===== src/hdl/ism_pkg.sv =====
package ism_pkg;

   localparam int LATTICE_SIZE = 64;
   localparam int SITE_COUNT   = LATTICE_SIZE * LATTICE_SIZE;
   localparam int ROW_W        = $clog2(LATTICE_SIZE);

   localparam int KIND_W       = 2;
   localparam int COORD_W      = 6;
   localparam int COORD_EXT_W  = 9;
   localparam int FRAC_W       = 32;
   localparam int RATIO_W      = 33;
   localparam int DELTA_W      = 5;
   localparam int ENERGY_OUT_W = 15;
   localparam int MAG_OUT_W    = 14;
   localparam int ENERGY_W     = $clog2(2 * SITE_COUNT) + 2;
   localparam int MAG_W        = $clog2(SITE_COUNT) + 2;
   localparam int CSR_IDX_W    = 2;

   localparam int QUEUE_DEPTH  = 2;
   localparam int QUEUE_PTR_W  = $clog2(QUEUE_DEPTH);
   localparam int QUEUE_CNT_W  = $clog2(QUEUE_DEPTH + 1);

   localparam logic [COORD_EXT_W-1:0] COORD_LIMIT = COORD_EXT_W'(LATTICE_SIZE);
   localparam logic [ROW_W-1:0]       LAST_IDX    = ROW_W'(LATTICE_SIZE - 1);

   localparam logic signed [ENERGY_W-1:0] ENERGY_ALL_UP = ENERGY_W'(-2 * SITE_COUNT);
   localparam logic signed [MAG_W-1:0]    MAG_ALL_UP    = MAG_W'(SITE_COUNT);
   localparam logic [RATIO_W-1:0]         RATIO_ONE     = 33'h1_0000_0000;

   localparam logic [KIND_W-1:0] KIND_TRIAL = 2'd0;
   localparam logic [KIND_W-1:0] KIND_WRITE = 2'd1;
   localparam logic [KIND_W-1:0] KIND_CLEAR = 2'd2;

   localparam logic [CSR_IDX_W-1:0] CSR_RATIO_MINUS8 = 2'd0;
   localparam logic [CSR_IDX_W-1:0] CSR_RATIO_MINUS4 = 2'd1;
   localparam logic [CSR_IDX_W-1:0] CSR_RATIO_PLUS4  = 2'd2;
   localparam logic [CSR_IDX_W-1:0] CSR_RATIO_PLUS8  = 2'd3;

   localparam logic signed [DELTA_W-1:0] DE_MINUS8 = -5'sd8;
   localparam logic signed [DELTA_W-1:0] DE_MINUS4 = -5'sd4;
   localparam logic signed [DELTA_W-1:0] DE_PLUS4  = 5'sd4;
   localparam logic signed [DELTA_W-1:0] DE_PLUS8  = 5'sd8;

   typedef enum logic [2:0] {
      OP_TRIAL,
      OP_WRITE,
      OP_CLEAR,
      OP_RANGE_ERR,
      OP_IGNORE
   } op_code_type;

   typedef struct packed {
      op_code_type       code;
      logic [ROW_W-1:0]  row;
      logic [ROW_W-1:0]  col;
      logic [FRAC_W-1:0] rand_frac;
      logic              spin_up;
   } op_type;

   typedef struct packed {
      logic [RATIO_W-1:0] minus8;
      logic [RATIO_W-1:0] minus4;
      logic [RATIO_W-1:0] plus4;
      logic [RATIO_W-1:0] plus8;
   } ratio_set_type;

   typedef struct packed {
      logic                           accepted;
      logic signed [DELTA_W-1:0]      delta_energy;
      logic signed [ENERGY_OUT_W-1:0] energy;
      logic signed [MAG_OUT_W-1:0]    magnetization;
      logic                           status;
   } result_type;

endpackage


===== src/hdl/ism_rspq.sv =====
module ism_rspq (
   input  logic                clock,
   input  logic                reset,
   input  logic                res_push,
   input  ism_pkg::result_type res,
   output logic                res_full,
   output logic                rsp_empty,
   input  logic                rsp_pop,
   output ism_pkg::result_type head
);
   import ism_pkg::*;

   result_type             res_q_ff [QUEUE_DEPTH];
   logic [QUEUE_PTR_W-1:0] wr_ptr_ff;
   logic [QUEUE_PTR_W-1:0] rd_ptr_ff;
   logic [QUEUE_CNT_W-1:0] count_ff;
   logic [QUEUE_CNT_W-1:0] count_in;
   logic                   push;
   logic                   pop;

   assign res_full  = (count_ff == QUEUE_CNT_W'(QUEUE_DEPTH));
   assign rsp_empty = (count_ff == '0);
   assign head      = res_q_ff[rd_ptr_ff];
   assign push      = res_push && !res_full;
   assign pop       = rsp_pop && !rsp_empty;

   always_comb begin
      case ({push, pop})
         2'b10:   count_in = count_ff + 1'b1;
         2'b01:   count_in = count_ff - 1'b1;
         default: count_in = count_ff;
      endcase
   end

   always_ff @(posedge clock) begin
      if (reset) begin
         wr_ptr_ff <= '0;
         rd_ptr_ff <= '0;
         count_ff  <= '0;
      end else begin
         if (push) begin
            res_q_ff[wr_ptr_ff] <= res;
            wr_ptr_ff           <= wr_ptr_ff + 1'b1;
         end
         if (pop) begin
            rd_ptr_ff <= rd_ptr_ff + 1'b1;
         end
         count_ff <= count_in;
      end
   end

endmodule


===== config.mk =====
export PLATFORM = sky130hd
export DESIGN_NAME = ism_rspq
export DESIGN_NICKNAME = d
export VERILOG_FILES = /design/src/hdl/ism_pkg.sv /design/src/hdl/ism_rspq.sv
export SDC_FILE = /design/constraint.sdc
export NUM_CORES = 1
export LEC_CHECK = 0
export BUFFER_PORTS_ARGS = -buffer_cell sky130_fd_sc_hd__buf_2
export CAP_MARGIN = 20
export CORE_ASPECT_RATIO = 1.75
export CORE_MARGIN = 1
export CORE_UTILIZATION = 55
export DETAILED_ROUTE_END_ITERATION = 12
export MAX_ROUTING_LAYER = met4
export PLACE_DENSITY = 0.9
export SYNTH_ARGS = -nofsm -noshare
export SYNTH_HDL_FRONTEND = slang
export SYNTH_SLANG_ARGS = --single-unit

===== constraint.sdc =====
create_clock -name clock -period 6.7 [get_ports clock]
set_input_delay 0.335 -clock clock [delete_from_list [all_inputs] [get_ports clock]]
set_output_delay 0.335 -clock clock [all_outputs]
set_load 0.01 [all_outputs]

Word level (Yosys, flattened, before mapping):

Memories as Yosys holds them, arrays and structs flattened. A register that Yosys moved wholly into a read port is not among the register bits.
Index checks and enable logic that the tools add are counted.
Widths: inputs -> output; s select.

* bits of input ports: 40
* output and inout bits: 38
* memories kept: 1
* bits in writable memories: 72
* logic and storage cells: 23
* register bits: 4

* reductions and logical operators: 6
* equality and inequality tests: 3
* mux-type cells: 6
* add/sub/neg operators: 4

Memories
* res_q_ff: depth 2, width 36, read ports 1, clocked after Yosys merged registers in 1, wr ports 1, line ism_rspq.sv:13 `result_type res_q_ff [QUEUE_DEPTH];`

Operator list (number)
* $mux 1: 5
* $eq 2x2->1 const B: 2
* $pmux 2 s2: 1
* $add 1x1->1 const B: 2
* $add 2x1->2 const B: 1
* $eq 2x1->1 const B: 1
* $logic_and 1x1->1: 2
* $logic_not 1->1: 2
* $logic_not 2->1: 1
* $reduce_bool 2->1: 1
* $sub 2x1->2 const B: 1

Longest topological paths before layout:

* depth after elaboration: 6
* mapped depth: 6
* mapped depth without buffers: 6

Worst setup path after synthesis:

Ideal clock, no wire load.

* path type: flip-flop to flip-flop
* start: register count_ff[0]
* end: memory res_q_ff[1][0] (netlist bit) (enable)
* library setup time: 482 ps
* cell stages (with the launch flop): 4
* arrival: 3376 ps
* path buffers: 0
* data required time: 6218 ps
* clock period less this slack: 3858 ps
* setup slack: 2842 ps
* cell sequence: dfxtp_1 > nor2b_1 > nand2b_1 > nor3b_1

* word-level cells in the longest chain between the ends: 6

RTL lines
* start: declaration: line ism_rspq.sv:16 `logic [QUEUE_CNT_W-1:0] count_ff;`
* start signal: assignment: line ism_rspq.sv:48 `count_ff <= count_in;`
* $eq 2x2->1: line ism_rspq.sv:21 `assign res_full = (count_ff == QUEUE_CNT_W'(QUEUE_DEPTH));`
* named net res_full: line ism_rspq.sv:6 `output logic res_full,`
* $logic_not 1->1: line ism_rspq.sv:24 `assign push = res_push && !res_full;`
* $logic_and 1x1->1: line ism_rspq.sv:24
* $mux 1: line ism_rspq.sv:41 `if (push) begin`
* $mux 1: line ism_rspq.sv:36 `if (reset) begin`
* $mux 1 (not written as such): line ism_rspq.sv:42 `res_q_ff[wr_ptr_ff] <= res;`
* end: declaration: line ism_rspq.sv:13

The timed path passes the listed nets, and every way through them passes these cells.

==> run metrics <==
Clock Skew=0.00791 ns; share of layout cells above drive strength 1=between 40% and 50%; Hold/Removal Path Class=in2reg; first-pass GRT wire length=around 7 mm; multi-input logic area=between 500 and 600 sq um; Hold Fails Final Rpt=0; Critical Path End Type=output pin; Remaining DRCs=0; H-tree depth=3; PortBufs=between 70 and 80; Initial Utilization=56.9%; Area Overhead vs Synth=25.3%; CTS Buf Count=9; ys async rst share=0%; ANT cells=0; DIE AREA=5410 sq um; routed vias=approximately 1.5k; Filler cells=approximately 330; Site Rows=34; max-slew violation count=0; CP Cell Sequence=mux2_2 > buf_2; Post-Syn Area per Cell=approximately 21 sq um; #FFs+latches synth=between 70 and 80; post-CTS repair timing setup buffer count=0; Mapped Area=approximately 2800 sq um; Post-Place Cells=266; hpwl dp=about 3 mm; Arr. time, crit path=~1.8 ns; fin area=around 3500 sq um; Routed Antenna Nets=0; max_slew headroom=43.0%; RSZ-0062 raised after global routing=false; Crit Path Category=reg2out; period utilization=a little under a third; gpl congestion=a little over 0.7; R2R depth=4; clock period minus worst slack=2.13 ns; Avg WL per Cell=around 16 um; Setup crit start kind=flip-flop; Placeable Area=just under 5000 sq um; drt pass-1 iters=4; Post-Synthesis Cells=between 100 and 150; critical path's largest stage delay=~0.89 ns; Via density=5.29; # resized after CTS=0; clk root buf=clkbuf_8; Worst-Margin Slew=about 0.85 ns; Max VDD drop=around 0.36 mV; Overflow after GRT=0; Clock Path Buffers=2; CTS Hold Bufs=0; power density over the cells=372 nW/um^2; vias in the first global route=roughly 1.5k; Placed Area=approximately 3300 sq um; Top Ports=78; die height=96.6 um; initial antenna violation count=0; outcome=finished clean; maxcap violations=0; CTS tree=built; total track usage=18.6%; Fin Setup TNS=0 ns; top_reg_cell synth=edfxtp_1; final WL=approximately 4.6 mm; Achievable Freq=about 0.47 GHz; hold depth=1; Cell variety after synth=18; CP max stage cell=dfxtp_2; CP Max Fanout=36; synth warn=0; CP required=~6.4 ns; Layout Nets=roughly 260; FF+latch area=2260 sq um; sequential fraction of the synthesis area=between 80% and 90%; largest net degree at the start of global routing=37; Setup violations, final=0; Leakage=0.00133 uW; Non-Filler Instances=between 200 and 300; Clock Pin Slew Worst Setup and Hold Paths=around 0.070 ns; Chip Width=56.0 um; clk_lat worst skew=0.33 ns; post-synth net total=178; Sink Count=77; DRT iter0 DRCs=53; number of flops mapped to enable cells by yosys=72
state kept, by name, indices dropped and copies added, names as in the netlist, named ones only:
register	cells
rd_ptr_ff	1
wr_ptr_ff	1
count_ff	2
res_q_ff	72
cell usage after synthesis (2+ instances only):
master | number | area [sq um]
buf_2 | 4 | 20.0
dfxtp_1 | 5 | 100
nor2_1 | 4 | 15.0
o21ai_0 | 2 | 10.0
mux2_2 | 6 | 67.6
a21oi_1 | 2 | 10.0
edfxtp_1 | 72 | 2160
or3_1 | 2 | 12.5
xnor2_1 | 2 | 17.5
mux2_1 | 30 | 338
cells in the final DEF (no fill, tap or decap):
cell,n
nor2b_1,1
clkinv_1,1
or3_1,2
dfxtp_2,1
clkbuf_1,1
nor3_2,1
buf_2,77
mux2_2,6
a21oi_1,2
ha_1,1
dfxtp_1,4
inv_1,1
nor2_1,4
bufinv_16,4
xor2_1,1
xnor2_1,2
o21ai_0,2
clkbuf_8,9
edfxtp_1,72
nand2b_1,1
mux2_1,30
o21a_1,1
buf_4,2
nor3b_2,1
worst max-delay path, delay by kind of cell (launching register included):
kind / cells / cell delay, ns
buffers and inverters: 1 / 0.14
DFF: 1 / 0.89
muxes: 1 / 0.43
where the power goes:
| part | switching, uW | internal (uW) |
|---|---|---|
| clock | 149 | 282 |
| combinational | 122 | 128 |
| sequential | 49.3 | 577 |
| total | 321 | 987 |
area by class of cell:
class	count	area share, %
Clock buffer	10	3.62
Clock inverter	5	3.52
Inverter	1	0.107
Multi-Input combinational cell	55	15.2
Sequential cell	77	64.3
Tap cell	54	1.92
Timing Repair Buffer	79	11.4
per-layer routing:
metal	vias to the layer above	wire (um)	GRT usage (%)
met1	715	1740	20.8
met5	-	0	-
met3	12	228	4.66
met4	0	130	12.4
li1	706	-	-
met2	54	2520	29.6
logic make-up (layout without fill, tap and decap cells):
kind of cell             Yosys count  count (layout)  share of synthesized area (%)
AO/OA/AOI/OAI                      5               5                          0.980
XOR/XNOR                           3               3                          0.935
adder cells (fa/ha/maj)            1               1                          0.445
buffers and inverters              5              95                          0.846
flip-flops                        77              77                           80.5
multiplexers                      36              36                           14.4
AND/OR/NAND/NOR                   10              10                           1.87
through the flow:
step                hold WS, ns  setup WS, ns  util, %  total power [uW]
floorplan                 0.404          2.84        -               786
global placement          0.486          4.92     66.3               881
detailed placement        0.496          4.89     66.3               889
CTS                       0.171          4.53     71.3              1320
global route              0.168          4.47     71.3              1360
finish                    0.185          4.57     71.3              1310
path summary, 6_finish.rpt:
check,startpoint,endpoint,slack [ns]
max,flip-flop,head[24],4.57
min,res[29],res_q_ff[1][29],0.19
max reg2reg,count_ff[0],res_q_ff[1][9],4.91
min reg2reg,wr_ptr_ff,wr_ptr_ff,0.53
(Power assumes the default switching activity.)
