==> src/hdl/ism_pkg.sv <==
package ism_pkg;

   localparam int LATTICE_SIZE = 64;
   localparam int SITE_COUNT   = LATTICE_SIZE * LATTICE_SIZE;
   localparam int ROW_W        = $clog2(LATTICE_SIZE);

   localparam int KIND_W       = 2;
   localparam int COORD_W      = 6;
   localparam int COORD_EXT_W  = 9;
   localparam int FRAC_W       = 32;
   localparam int RATIO_W      = 33;
   localparam int DELTA_W      = 5;
   localparam int ENERGY_OUT_W = 15;
   localparam int MAG_OUT_W    = 14;
   localparam int ENERGY_W     = $clog2(2 * SITE_COUNT) + 2;
   localparam int MAG_W        = $clog2(SITE_COUNT) + 2;
   localparam int CSR_IDX_W    = 2;

   localparam int QUEUE_DEPTH  = 2;
   localparam int QUEUE_PTR_W  = $clog2(QUEUE_DEPTH);
   localparam int QUEUE_CNT_W  = $clog2(QUEUE_DEPTH + 1);

   localparam logic [COORD_EXT_W-1:0] COORD_LIMIT = COORD_EXT_W'(LATTICE_SIZE);
   localparam logic [ROW_W-1:0]       LAST_IDX    = ROW_W'(LATTICE_SIZE - 1);

   localparam logic signed [ENERGY_W-1:0] ENERGY_ALL_UP = ENERGY_W'(-2 * SITE_COUNT);
   localparam logic signed [MAG_W-1:0]    MAG_ALL_UP    = MAG_W'(SITE_COUNT);
   localparam logic [RATIO_W-1:0]         RATIO_ONE     = 33'h1_0000_0000;

   localparam logic [KIND_W-1:0] KIND_TRIAL = 2'd0;
   localparam logic [KIND_W-1:0] KIND_WRITE = 2'd1;
   localparam logic [KIND_W-1:0] KIND_CLEAR = 2'd2;

   localparam logic [CSR_IDX_W-1:0] CSR_RATIO_MINUS8 = 2'd0;
   localparam logic [CSR_IDX_W-1:0] CSR_RATIO_MINUS4 = 2'd1;
   localparam logic [CSR_IDX_W-1:0] CSR_RATIO_PLUS4  = 2'd2;
   localparam logic [CSR_IDX_W-1:0] CSR_RATIO_PLUS8  = 2'd3;

   localparam logic signed [DELTA_W-1:0] DE_MINUS8 = -5'sd8;
   localparam logic signed [DELTA_W-1:0] DE_MINUS4 = -5'sd4;
   localparam logic signed [DELTA_W-1:0] DE_PLUS4  = 5'sd4;
   localparam logic signed [DELTA_W-1:0] DE_PLUS8  = 5'sd8;

   typedef enum logic [2:0] {
      OP_TRIAL,
      OP_WRITE,
      OP_CLEAR,
      OP_RANGE_ERR,
      OP_IGNORE
   } op_code_type;

   typedef struct packed {
      op_code_type       code;
      logic [ROW_W-1:0]  row;
      logic [ROW_W-1:0]  col;
      logic [FRAC_W-1:0] rand_frac;
      logic              spin_up;
   } op_type;

   typedef struct packed {
      logic [RATIO_W-1:0] minus8;
      logic [RATIO_W-1:0] minus4;
      logic [RATIO_W-1:0] plus4;
      logic [RATIO_W-1:0] plus8;
   } ratio_set_type;

   typedef struct packed {
      logic                           accepted;
      logic signed [DELTA_W-1:0]      delta_energy;
      logic signed [ENERGY_OUT_W-1:0] energy;
      logic signed [MAG_OUT_W-1:0]    magnetization;
      logic                           status;
   } result_type;

endpackage

==> src/hdl/ism_front.sv <==
module ism_front (
   input  logic                         clock,
   input  logic                         reset,
   input  logic                         req_push,
   output logic                         req_full,
   input  logic [ism_pkg::KIND_W-1:0]   req_kind,
   input  logic [ism_pkg::COORD_W-1:0]  req_site_row,
   input  logic [ism_pkg::COORD_W-1:0]  req_site_col,
   input  logic [ism_pkg::FRAC_W-1:0]   req_rand_frac,
   input  logic                         req_spin_up,
   output ism_pkg::op_type              op,
   output logic                         op_valid,
   input  logic                         op_pop
);
   import ism_pkg::*;

   op_type                 classified;
   logic                   in_range;
   logic                   push;
   logic                   pop;
   op_type                 op_q_ff [QUEUE_DEPTH];
   logic [QUEUE_PTR_W-1:0] wr_ptr_ff;
   logic [QUEUE_PTR_W-1:0] rd_ptr_ff;
   logic [QUEUE_CNT_W-1:0] count_ff;
   logic [QUEUE_CNT_W-1:0] count_in;

   always_comb begin
      in_range = (COORD_EXT_W'(req_site_row) < COORD_LIMIT) &&
                 (COORD_EXT_W'(req_site_col) < COORD_LIMIT);
      classified.row       = ROW_W'(req_site_row);
      classified.col       = ROW_W'(req_site_col);
      classified.rand_frac = req_rand_frac;
      classified.spin_up   = req_spin_up;
      case (req_kind)
         KIND_TRIAL: classified.code = in_range ? OP_TRIAL : OP_RANGE_ERR;
         KIND_WRITE: classified.code = in_range ? OP_WRITE : OP_RANGE_ERR;
         KIND_CLEAR: classified.code = OP_CLEAR;
         default:    classified.code = OP_IGNORE;
      endcase
   end

   assign req_full = (count_ff == QUEUE_CNT_W'(QUEUE_DEPTH));
   assign op_valid = (count_ff != '0);
   assign op       = op_q_ff[rd_ptr_ff];
   assign push     = req_push && !req_full;
   assign pop      = op_pop && op_valid;

   always_comb begin
      case ({push, pop})
         2'b10:   count_in = count_ff + 1'b1;
         2'b01:   count_in = count_ff - 1'b1;
         default: count_in = count_ff;
      endcase
   end

   always_ff @(posedge clock) begin
      if (reset) begin
         wr_ptr_ff <= '0;
         rd_ptr_ff <= '0;
         count_ff  <= '0;
      end else begin
         if (push) begin
            op_q_ff[wr_ptr_ff] <= classified;
            wr_ptr_ff          <= wr_ptr_ff + 1'b1;
         end
         if (pop) begin
            rd_ptr_ff <= rd_ptr_ff + 1'b1;
         end
         count_ff <= count_in;
      end
   end

endmodule

==> config.mk <==
export PLATFORM = sky130hd
export DESIGN_NAME = ism_front
export DESIGN_NICKNAME = d
export VERILOG_FILES = /design/src/hdl/ism_pkg.sv /design/src/hdl/ism_front.sv
export SDC_FILE = /design/constraint.sdc
export NUM_CORES = 1
export LEC_CHECK = 0
export BUFFER_PORTS_ARGS = -buffer_cell sky130_fd_sc_hd__buf_2
export CORE_MARGIN = 4
export CORE_UTILIZATION = 39
export CTS_BUF_LIST = sky130_fd_sc_hd__clkbuf_8
export CTS_CLUSTER_SIZE = 24
export DETAILED_ROUTE_END_ITERATION = 8
export HOLD_SLACK_MARGIN = 0.15
export SLEW_MARGIN = 20
export SYNTH_ARGS = -nofsm -noshare
export SYNTH_HDL_FRONTEND = slang
export SYNTH_SLANG_ARGS = --single-unit
==> constraint.sdc <==
create_clock -name clock -period 13.2 [get_ports clock]
set_input_delay 0 -clock clock [delete_from_list [all_inputs] [get_ports clock]]
set_output_delay 0 -clock clock [all_outputs]
set_load 0.05 [all_outputs]
Yosys cells after proc, flatten, opt, wreduce, memory -nomap -nowiden
Memories as Yosys holds them, arrays and structs flattened. A register that Yosys moved wholly into a read port is not among the register bits.
Cells that the tools add are included.
W data, S select, Z words.
- flip-flop bits (word level): 4
- latch bits: 0
- RAM bits: 96
- ROM bits: 0
- input port bits: 51
- output and inout port bits: 50
- logic and storage cells: 26
- memories kept: 1
- add/sub/neg operators: 4
- $mul: 0
- divide/modulo/power cells: 0
- $lt $le $gt $ge: 0
- equal/unequal tests: 5
- shift operators: 0
- muxes and demuxes: 7
- bitwise operators: 0
- reductions and logical operators: 6
- memories (memory ; words ; width ; read ports ; clocked after Yosys merged registers in ; write ports ; RTL line ; text):
    op_q_ff ; 2 ; 48 ; 1 ; 1 ; 1 ; ism_front.sv:21 ; op_type op_q_ff [QUEUE_DEPTH];
- operators with widths (operator ; number):
    $pmux W3 S3 ; 1
    $eq A2 B2 Y1 const B ; 3
    $mux W1 ; 5
    $eq A2 B1 Y1 const B ; 2
    $pmux W2 S2 ; 1
    $reduce_bool A2 Y1 ; 2
    $add A1 B1 Y1 const B ; 2
    $add A2 B1 Y2 const B ; 1
    $logic_and A1 B1 Y1 ; 2
    $logic_not A2 Y1 ; 1
    $sub A2 B1 Y2 const B ; 1
    $logic_not A1 Y1 ; 1

Logic depth before layout (Yosys ltp)
- depth after elaboration: 6
- gate-level depth with buffers: 6
- mapped depth without buffers: 6

Least setup slack after synthesis
Ideal clock, no wire load.
- path kind: reg-to-reg
- from: register count_ff[0]
- to: memory op_q_ff[1][0] (netlist name), enable pin
- setup time: 524 ps
- arrival: 4428 ps
- data required time: 12676 ps
- setup slack: 8248 ps
- cell stages (with the launch flop): 4
- cells stage by stage: dfxtp_1 > nor2b_1 > nand2b_1 > nor3b_1
- longest elaborated chain between the ends: 6
- ends and longest elaborated chain (what ; RTL line ; text):
    from (decl) ; ism_front.sv:24 ; logic [QUEUE_CNT_W-1:0] count_ff;
    from (signal assigned) ; ism_front.sv:69 ; count_ff <= count_in;
    $eq A2 B2 Y1 ; ism_front.sv:42 ; assign req_full = (count_ff == QUEUE_CNT_W'(QUEUE_DEPTH));
    net req_full ; ism_front.sv:5 ; output logic req_full,
    $logic_not A1 Y1 ; ism_front.sv:45 ; assign push = req_push && !req_full;
    $logic_and A1 B1 Y1 ; ism_front.sv:45 ;
    $mux W1 ; ism_front.sv:62 ; if (push) begin
    $mux W1 ; ism_front.sv:57 ; if (reset) begin
    $mux W1 (implied by the code) ; ism_front.sv:63 ; op_q_ff[wr_ptr_ff] <= classified;
    to (decl) ; ism_front.sv:21 ;
The timed path passes the listed nets, and every way through them passes these cells.

Worst setup path in the final report
- from: register count_ff[0]
- to: memory op_q_ff[1][43] (netlist name), enable pin
- longest elaborated chain between the ends: 6
- ends and longest elaborated chain (what ; RTL line):
    $eq A2 B2 Y1 ; ism_front.sv:42
    $logic_not A1 Y1 ; ism_front.sv:45
    $logic_and A1 B1 Y1 ; ism_front.sv:45
    $mux W1 ; ism_front.sv:62
    $mux W1 ; ism_front.sv:57
    $mux W1 (implied by the code) ; ism_front.sv:63
Every way passes these cells.

==> results.toml <==
[placement]
dpl.hpwl_um = 4200
placedInstanceArea_sq_um = 4370
port-buffer-count = 100
place.gp.congestion = 0.693

[worst_setup_path]
critical_path_peak_fanout = 39
critical_path_required_ps = 13190
slowest_stage = "sky130_fd_sc_hd__nor3b_2"
max_stage_delay_ps = 650
timing.critical_path.to_type = "flip-flop"
path_class = "flip-flop to flip-flop"
arrival_time_reported_for_the_critical_path_endpoint_ps = 2370
timing.critical_path.cells = "nor2b_1 > nand2b_1 > nor3b_2 > buf_4"
critPathLaunchType = "flip-flop"
cp_delay_by_family_top = "simple AND/OR/NAND/NOR gates"
critPathBufInv = 1

[grt]
wire_length_of_the_first_global_routing_pass_um = 10700
grt_util_met1_pct = 14.7
globalRouteTotalUtil_pct = 12.6
globalRouteMet3Util_pct = 4.16
grt.busiest_layer = "met2"
largest_net_degree_at_the_start_of_global_routing = 40
antenna_found_initial = 0
gr-total-overflow = 0
grt_pass1_vias = 2248
gr-usage-met2_pct = 22.1

[synthesis]
synth.largest_area_cell = "sky130_fd_sc_hd__edfxtp_1"
synth_enable_flop_cells = 96
synth_seq_area_share_pct = 80.7
synth_area_per_cell_sq_um = 20.9
yosys_cell_types = 21
netlist_instances = 177
synth_flop_cell = "sky130_fd_sc_hd__edfxtp_1"
yosys-top-cells-count = "sky130_fd_sc_hd__edfxtp_1 (96), sky130_fd_sc_hd__mux2_2 (28), sky130_fd_sc_hd__mux2_1 (20)"
ys_warn_count = 0
ys_seq_elements = 101
synth_largest_type_area_fraction_pct = 78.0
synth.net_count = 229
netlist_top_cells_area = "sky130_fd_sc_hd__edfxtp_1 (78%), sky130_fd_sc_hd__mux2_2 (8.5%), sky130_fd_sc_hd__mux2_1 (6.1%), sky130_fd_sc_hd__dfxtp_1 (2.7%), sky130_fd_sc_hd__nor2b_1 (0.51%)"
postSynth.asyncResetShare_pct = 0
synthesis.area_sq_um = 3700
yosys.cell_count.top_type = "sky130_fd_sc_hd__edfxtp_1"

[cts]
clock_tree_from_tritoncts = "built"
clk_pin_slew_ps = 90
htreeDepth = 3
post_cts_buffers = 0
clock_tree.buffer_depth = 2
cts-buffers-inserted = 9
numClockSinks = 101
clkLatencyLatePin_ps = 350
clockRootBuffer = "sky130_fd_sc_hd__clkbuf_8"
cts_resized = 0
cts.hold.buffers_added = 52

[cells_and_area]
ff_latch_area_sq_um = 2980
fin_nets = 391
utilization_pct = 55.0
final.fill_count = 737
post_route_cells_drive_above_1_share_pct = 43.6
areaGrowthSynthToFinish_pct = 37.5
multi_input_comb_area_sq_um = 691
inserted_diodes = 0
layout.cell_area.non_filler_sq_um = 5080

[status]
status = "completed"

[sta]
slew_violations = 0
maxSlewHeadroom_pct = 49.8
fin_skew_ps = 7.08
setup_tns_ps = 0
post-route-period-util_pct = 18.0
rsz_0062_raised_after_global_routing = "no"
endpoints_failing_hold = 0
finalSetupViolCount = 0
max_freq_mhz = 420
transition_time_at_the_pin_with_the_least_slew_margin_ps = 750
min_period_ps = 2380

[power]
seq_power_share_pct = 43.4
share_clk_of_total_power_pct = 20.0
switching_share_pct = 38.2
power.switching_mw = 0.354
cellPowerDensity_nw_per_um2 = 182
total_power_mw = 0.927
vdd.ir_drop.worst_v = 0.000136
combinationalPowerShare_pct = 36.6
leakage_nw = 1.90
cell_internal_pwr_mw = 0.572

[job]
timing.max_cap.violations = 0

[die]
coreArea_sq_um = 9240
floorplan.rows = 35
io_count = 101
die_area_sq_um = 11100
die_h_um = 105
dieWidth_um = 105
initial_utilization_pct = 40.0

[routing]
dr.first_iter.drc_count = 55
vias_per_cell = 4.47
drc_errors = 0
route.final.wire_length_um = 6840
drt-pass1-iter-count = 4
final_antenna_net_count = 0
vias = 2112
wire_per_inst_um = 14.5

[hold_path]
worstHoldPathType = "primary input to flip-flop"
[worst reg2reg max path, stage by stage, from the launching register on]
cell and delay (ps):
sky130_fd_sc_hd__dfxtp_1 420, sky130_fd_sc_hd__nor2b_1 120, sky130_fd_sc_hd__nand2b_1 230, sky130_fd_sc_hd__nor3b_2 650
sky130_fd_sc_hd__buf_4 590
[per-layer routing]
metal,vias up,share of wire [%]
met2,65,53
met4,0,0.75
li1,1008,-
met1,1034,41
met5,-,0
met3,5,5.7
[stage by stage]
stage               hold WS (ps)  setup slack, ps  std cells
floorplan                   69.1             8250        177
global placement             189            10840        405
detailed placement           192            10780        405
CTS                          337            10760        473
global route                 344            10630        473
finish                       360            10820        473
[cells in the final DEF, fill, tap and decap left out, types with 4 or more instances in the layout]
master,netlist,layout
sky130_fd_sc_hd__clkbuf_8,0,9
sky130_fd_sc_hd__buf_2,3,100
sky130_fd_sc_hd__edfxtp_1,96,96
sky130_fd_sc_hd__dfxtp_1,5,4
sky130_fd_sc_hd__mux2_2,28,28
sky130_fd_sc_hd__dlygate4sd3_1,0,52
sky130_fd_sc_hd__mux2_1,20,20
sky130_fd_sc_hd__buf_4,2,4
[path summary, 6_finish.rpt]
path	end	depth (start not counted)	slack [ps]	start
max reg2reg	op_q_ff[1][43]$_DFFE_PP_	4	10820	count_ff[0]$_SDFFE_PP0P_
max	op_q_ff[1][43]$_DFFE_PP_	4	10820	count_ff[0]$_SDFFE_PP0P_
min	op_q_ff[0][10]$_DFFE_PP_	2	360	req_rand_frac[9]
min reg2reg	count_ff[1]$_SDFFE_PP0P_	2	520	count_ff[1]$_SDFFE_PP0P_
[cell families (layout without fill, tap and decap cells)]
logic type               count (synthesis)  in the layout  synth area share, %
multiplexers                            48             48                 14.6
XOR/XNOR                                 3              3                0.711
flip-flops                             101            101                 80.7
AO/OA/AOI/OAI                            5              5                0.745
AND/OR/NAND/NOR                         13             13                 2.00
adder cells (fa/ha/maj)                  1              1                0.338
buffers and inverters                    6            173                0.913
[flip-flops by register name, indices dropped and copies added, names as in the netlist, named ones only]
signal,count
count_ff,2
op_q_ff,96
rd_ptr_ff,1
wr_ptr_ff,1
[final cells by class]
class                           instances  share of cell area [%]
Sequential cell                       101                    58.7
Timing Repair Buffer                  156                    20.7
Multi-Input combinational cell         70                    13.6
Tap cell                              129                    3.17
Clock buffer                            9                    2.44
Clock inverter                          7                    1.35
Inverter                                1                  0.0738
[power groups by stage]
stage               registers (mW)  clock network (mW)  logic [mW]
floorplan                    0.399                   0       0.269
global placement             0.408                   0       0.329
detailed placement           0.409                   0       0.329
CTS                          0.402               0.191       0.343
global route                 0.406               0.206       0.357
finish                       0.402               0.186       0.339
Note: power is estimated with default switching activity, not from simulation.
